### config.mk
export PLATFORM = sky130hd
export DESIGN_NAME = bcpt_prob_div
export DESIGN_NICKNAME = d
export VERILOG_FILES = /design/src/rtl/core/bcpt_pkg.sv /design/src/rtl/core/bcpt_prob_div.sv
export SDC_FILE = /design/constraint.sdc
export NUM_CORES = 1
export LEC_CHECK = 0
export ABC_AREA = 1
export BUFFER_PORTS_ARGS = -buffer_cell sky130_fd_sc_hd__buf_2
export CAP_MARGIN = 0
export CORE_ASPECT_RATIO = 0.6
export CORE_MARGIN = 3
export CORE_UTILIZATION = 55
export DETAILED_ROUTE_END_ITERATION = 8
export PLACE_DENSITY = 0.77
export SLEW_MARGIN = 20
export SYNTH_ARGS = -nofsm -noshare
export SYNTH_HDL_FRONTEND = slang
export SYNTH_SLANG_ARGS = --single-unit
### constraint.sdc
create_clock -name i_clk -period 3 [get_ports i_clk]
set_clock_uncertainty 0.15 [all_clocks]
set_input_delay 0.75 -clock i_clk [delete_from_list [all_inputs] [get_ports i_clk]]
set_output_delay 0.75 -clock i_clk [all_outputs]
set_load 0.03 [all_outputs]
### src/rtl/core/bcpt_pkg.sv
// ----------------------------------------------------------------------------
// bcpt_pkg
// Shared types and constants for the bit context prior trainer: stream word
// layouts, item kinds and probability limits.
// ----------------------------------------------------------------------------
`default_nettype none

package bcpt_pkg;

    // Field widths fixed by the stream words
    localparam int SAMPLE_BITS = 8;
    localparam int INDEX_BITS  = 18;
    localparam int PROB_BITS   = 12;
    localparam int THR_BITS    = 32;

    // Item kinds carried on s_axis_tuser
    localparam logic MODE_SAMPLE = 1'b0;
    localparam logic MODE_QUERY  = 1'b1;

    // Threshold after reset and the lower probability limit
    localparam logic [THR_BITS-1:0]  THR_RESET = 32'd8;
    localparam logic [PROB_BITS-1:0] PROB_MIN  = 12'd1;

    // Input word: sample byte in the low bits, then the entry index
    typedef struct packed {
        logic [5:0]             pad;
        logic [INDEX_BITS-1:0]  entry_index;
        logic [SAMPLE_BITS-1:0] sample_byte;
    } t_s_word;

    // Result word: index, kept flag, probability, zero fill on top
    typedef struct packed {
        logic                  pad;
        logic [PROB_BITS-1:0]  probability;
        logic                  kept;
        logic [INDEX_BITS-1:0] queried_index;
    } t_m_word;

endpackage

`default_nettype wire

### src/rtl/core/bcpt_prob_div.sv
// ----------------------------------------------------------------------------
// bcpt_prob_div
// Restoring divider that forms (ones+1)*4096/(total+2) one quotient bit per
// cycle and clamps the result to the lower probability limit.
// ----------------------------------------------------------------------------
`default_nettype none

module bcpt_prob_div
    import bcpt_pkg::*;
#(
    parameter int DW = 34
) (
    input  wire logic                 i_clk,
    input  wire logic                 i_rst_n,
    input  wire logic                 i_start,
    input  wire logic [DW-1:0]        i_num,   // ones + 1, always below i_den
    input  wire logic [DW-1:0]        i_den,   // total + 2
    output logic                      o_done,
    output logic [PROB_BITS-1:0]      o_prob
);

    localparam int CNTW = $clog2(PROB_BITS);

    logic            r_busy;
    logic            r_done;
    logic [CNTW-1:0] r_cnt;
    logic [DW-1:0]   r_rem;
    logic [DW-1:0]   r_den;
    logic [PROB_BITS-1:0] r_quot;

    logic [DW-1:0]   rem2;
    logic            ge;
    logic [DW-1:0]   n_rem;

    // One restoring step: numerator low bits are zeros (scaled by 4096)
    always_comb begin
        rem2  = {r_rem[DW-2:0], 1'b0};
        ge    = (rem2 >= r_den);
        n_rem = ge ? (rem2 - r_den) : rem2;
    end

    // Step control
    always_ff @(posedge i_clk) begin
        if (!i_rst_n) begin
            r_busy <= 1'b0;
            r_done <= 1'b0;
            r_cnt  <= '0;
        end else begin
            r_done <= 1'b0;
            if (i_start) begin
                r_busy <= 1'b1;
                r_cnt  <= CNTW'(PROB_BITS - 1);
            end else if (r_busy) begin
                if (r_cnt == '0) begin
                    r_busy <= 1'b0;
                    r_done <= 1'b1;
                end else begin
                    r_cnt <= r_cnt - 1'b1;
                end
            end
        end
    end

    // Remainder and quotient
    always_ff @(posedge i_clk) begin
        if (i_start) begin
            r_rem  <= i_num;
            r_den  <= i_den;
            r_quot <= '0;
        end else if (r_busy) begin
            r_rem  <= n_rem;
            r_quot <= {r_quot[PROB_BITS-2:0], ge};
        end
    end

    // Quotient never exceeds 4095 since ones+1 < total+2; only the floor applies
    assign o_done = r_done;
    assign o_prob = (r_quot < PROB_MIN) ? PROB_MIN : r_quot;

endmodule

`default_nettype wire

# Yosys cells after proc, flatten, opt, wreduce, memory -nomap -nowiden
# Index checks and enable logic that the tools add are counted.
# classes
addsub	2
n_mul	0
div_mod_pow	0
magnitude_cmp	2
eq_ne	1
n_shift	0
muxes	11
n_bitwise	3
reduce_logical	6
# op_table
cell	n
2-to-1 mux 33 bit	3
greater-or-equal comparator 34 bit	1
subtractor 33 bit	1
< comparator 12 x 1 -> 1 bit, second input constant	1
2-to-1 mux 12 bit	1
2-to-1 mux 4 bit	3
zero test 4 bit	1
2-to-1 mux 1 bit	4
AND reduction 2 bit	2
subtractor 4 x 1 -> 4 bit, second input constant	1
NOT 1 bit	3
OR reduction 3 bit	1
!= test 2 bit, second input constant	1
nonzero test 2 bit	1
OR reduction 2 bit	1
# word_totals
register_bits	85
latchBits	0
ramBits	0
rom_bits	0
in_bits	71
word_cells	32
n_memories	0

# Longest topological paths before layout
# depth
ltp_word	4
ltp_mapped	16

# Least setup slack after synthesis
# OpenSTA, ideal clock, no wires.
# synth_path
path_kind	in2reg
start	input i_start
end	register r_rem[0] (enable)
setup_time_ns	0.410
arrival_ns	2.009
required_time_ns	2.440
setup_slack_ns	0.431
stages	3
path_buffers	1
path_cell_list	inv_1 nand2_1 clkbuf_1
# synth_between
elab_chain_len	1
# synth_lines
item	line_no	rtl
start: declaration	bcpt_prob_div.sv:15	input wire logic i_start,
nonzero test 2 bit (no source line)	-	
end signal: assignment	bcpt_prob_div.sv:67	r_rem <= i_num;
end signal: assignment	bcpt_prob_div.sv:71	r_rem <= n_rem;
end: declaration	bcpt_prob_div.sv:27	logic [DW-1:0] r_rem;
# Every way passes these cells.
# A chain may end at the register's enable or synchronous reset.

# Worst setup path in the final report
# layout_path
start	register r_rem[23]
end	register r_rem[31] (data pin)
# layout_between
elab_chain_len	4
word_cells_on_any_way	5
classes_between	add/sub: 1; order compare: 1; mux: 3
# layout_lines
item	line_no	rtl
subtractor 33 bit / greater-or-equal comparator 34 bit (equally long branches)	bcpt_prob_div.sv:39, bcpt_prob_div.sv:38	
2-to-1 mux 33 bit *	bcpt_prob_div.sv:39	n_rem = ge ? (rem2 - r_den) : rem2;
2-to-1 mux 33 bit *	bcpt_prob_div.sv:70	end else if (r_busy) begin
2-to-1 mux 33 bit *	bcpt_prob_div.sv:66	if (i_start) begin
# Every way passes the cells marked *; elsewhere a longest branch is shown, timed or not. The select of a mux whose other input is x is not followed.

==> impl_metrics.ini <==
[run_status]
status = complete, no violations

[worst_hold_path]
min_path_type = reg -> reg

[synth]
postSynthAreaPerCell_um2 = 6.83
ys_async_sr_fraction = 0
synth_top_cells_by_area = edfxtp_1 31%, nand2_1 22%, inv_1 11%
synth_area_leader_cell = edfxtp_1
synth_edf_count = 67
synth_area_um2 = 6420
yosysMostFrequentCell = nand2_1
ys_seq_area_frac = 0.370
ys_ff_latch = 85
yosys.area.top_type_share = 0.314
synthTopCellsByCount = 368 x nand2_1, 188 x inv_1, 67 x edfxtp_1
synthesis.nets = 1047
yosysWarnings = 0
synth.distinct_cells = 34
syn_inst = 939
synthFlopType = edfxtp_1

[power_and_ir_drop]
p_seq_frac = 0.320
switchingPower_uw = 1950
comb_power_share = 0.434
intPower_uw = 2760
peakVddDrop_v = 0.000341
power_leakage_uw = 0.00398
clockPowerShare = 0.246
switching_share = 0.413
power_density_nw_per_um2 = 643

[floorplanning]
fp.dieH_um = 89.7
ios = 84
chipWidth_um = 145
core_area_um2 = 11000
initial_utilization = 0.586
dieArea_um2 = 13000
rows = 29

[setup_path]
crit_arrival_ns = 2.77
end_kind = register
worstPathRequired_ns = 2.95
start_kind = register
cp_max_fo = 28
worst-setup-path-type = reg -> reg

[grt]
gr-usage-all-layers = 0.271
antenna_found_initial = 0
overflow = 0
grt_pass1_vias = 5403
grt_pass1_wl_mm = 27.5
grt_max_degree = 72

[timing]
min_period_ns = 2.81
final.setup.tns_ns = 0
tightest_slew_ns = 0.790
hold_viol = 0
setup_violations = 0
slew_headroom = 0.474
fmax_ghz = 0.355
period_share = 0.938
finalMaxSlewViolations = 0
grt_setup_unrepaired = false

[cts]
clock-root-buffer = clkbuf_16
post-cts-setup-buffer-count = 0
clockBufferDepth = 2
cts-buffers-inserted = 9
clock_latency_ns = 0.35
clock_sinks = 85
hold_buffers = 0
cts_resized = 0
cts_tree = built
htree_levels = 3
clk_pin_slew_worst_paths_ns = 0.08

[detailed_routing]
antenna_left = 0
wl_per_cell_um = 14.7
drc = 0
drtPass1Iterations = 5
viasPerCell = 5.13
dr_total_vias = 6024
totalWireLength_mm = 17.3
drt_iter0_drc = 512

[layout]
design_area_um2 = 7330
fin_nets = 1123
final_cells = 1175
diodes = 0
areaGrowthSynthToFinish_pct = 14.2
seqCellArea_um2 = 2370
post-route-util = 0.669
fill_cells = 997
drive_above_1_share = 0.125
multiInputGateArea_um2 = 3200

[placed_design]
dpl_cell_area_um2 = 7020
port_buffers = 82
gp_congestion = 0.964
dp_hpwl_mm = 13.3
dpl.cell_count = 1159

[job]
maxCapViolCount = 0
## cell usage in the layout (no fill, tap or decap), types with 2 or more instances in the layout
cell,netlist,final
nand3_2,2,2
nor2_1,43,43
nand4_1,5,5
edfxtp_1,67,67
nand3_1,55,55
nand3b_1,37,37
xor2_1,4,4
clkbuf_16,0,9
clkinv_8,0,2
ha_1,36,36
inv_1,188,188
nor2_2,5,5
buf_2,7,82
dfxtp_1,18,18
buf_4,0,9
o22ai_1,11,11
nand2_2,4,5
nand2_1,368,367
inv_6,0,2
nor3_1,8,8
a21oi_1,25,25
and2_1,7,7
inv_8,0,3
xnor2_1,13,13
nand2_4,2,2
buf_12,0,3
## worst paths after layout
check / start / to / slack (ns) / cells after the start
max reg2reg: r_rem[23] / r_rem[31] / 0.19 / 14
max: r_rem[23] / r_rem[31] / 0.19 / 14
min reg2reg: r_cnt[0] / r_cnt[0] / 0.34 / 2
min: r_cnt[0] / r_cnt[0] / 0.34 / 2
## cell type report
| class | count | share of cell area |
|---|---|---|
| multi-input cells | 636 | 0.436 |
| flip-flops and latches | 85 | 0.324 |
| repair buffers | 95 | 0.0750 |
| well taps | 155 | 0.0265 |
| clock inverters | 7 | 0.0114 |
| clock buffers | 9 | 0.0307 |
| inverters | 188 | 0.0963 |
## power groups by stage
stage | registers [µW] | clock network, µW | logic (µW)
after floorplan | 1510 | 0 | 1450
after global placement | 1530 | 0 | 1950
after detailed placement | 1530 | 0 | 1980
after CTS | 1510 | 1170 | 2000
after global routing | 1520 | 1220 | 2290
final | 1510 | 1160 | 2040
## state kept, by name (all words and copies together), names as in the netlist
name / count
r_cnt: 4
r_quot: 12
r_rem: 33
r_busy: 1
o_done: 1
r_den: 34
## cell families (layout without fill, tap and decap cells)
logic type / Yosys count / in the layout / share of synthesized area
AO/OA/AOI/OAI: 43 / 43 / 0.0378
XOR/XNOR: 17 / 17 / 0.0232
adder cells (fa/ha/maj): 37 / 37 / 0.0733
buffers and inverters: 218 / 299 / 0.132
flip-flops: 85 / 85 / 0.370
AND/OR/NAND/NOR: 539 / 539 / 0.364
## worst max-delay path: stages (launching register included)
cell and delay, ns:
edfxtp_1 0.43, ha_1 0.39, nand2_1 0.17, inv_1 0.06
nand2_1 0.06, nand2_1 0.06, inv_1 0.05, nand2_1 0.07
nand2_1 0.08, nand3_2 0.09, nor2_4 0.25, buf_6 0.33
nand3b_1 0.11, nand3_1 0.18, nand2_1 0.08
## per-layer routing
layer	share of wire	vias to the layer above	GRT usage	wire length, µm
met2	0.36	265	0.362	6180
met4	0.012	0	0.0655	209
met5	0	-	0	0
li1	-	3045	-	-
met1	0.53	2695	0.442	9090
met3	0.10	19	0.0496	1770
## through the flow
stage / worst slack, ns / hold slack, ns / power (µW)
after detailed placement: 0.151 / 0.324 / 3510
after CTS: 0.146 / 0.337 / 4670
after global placement: 0.217 / 0.319 / 3470
final: 0.185 / 0.336 / 4710
after floorplan: 0.431 / 0.301 / 2960
after global routing: 0.0208 / 0.377 / 5030
No activity file was read; power rests on OpenSTA's default activity.
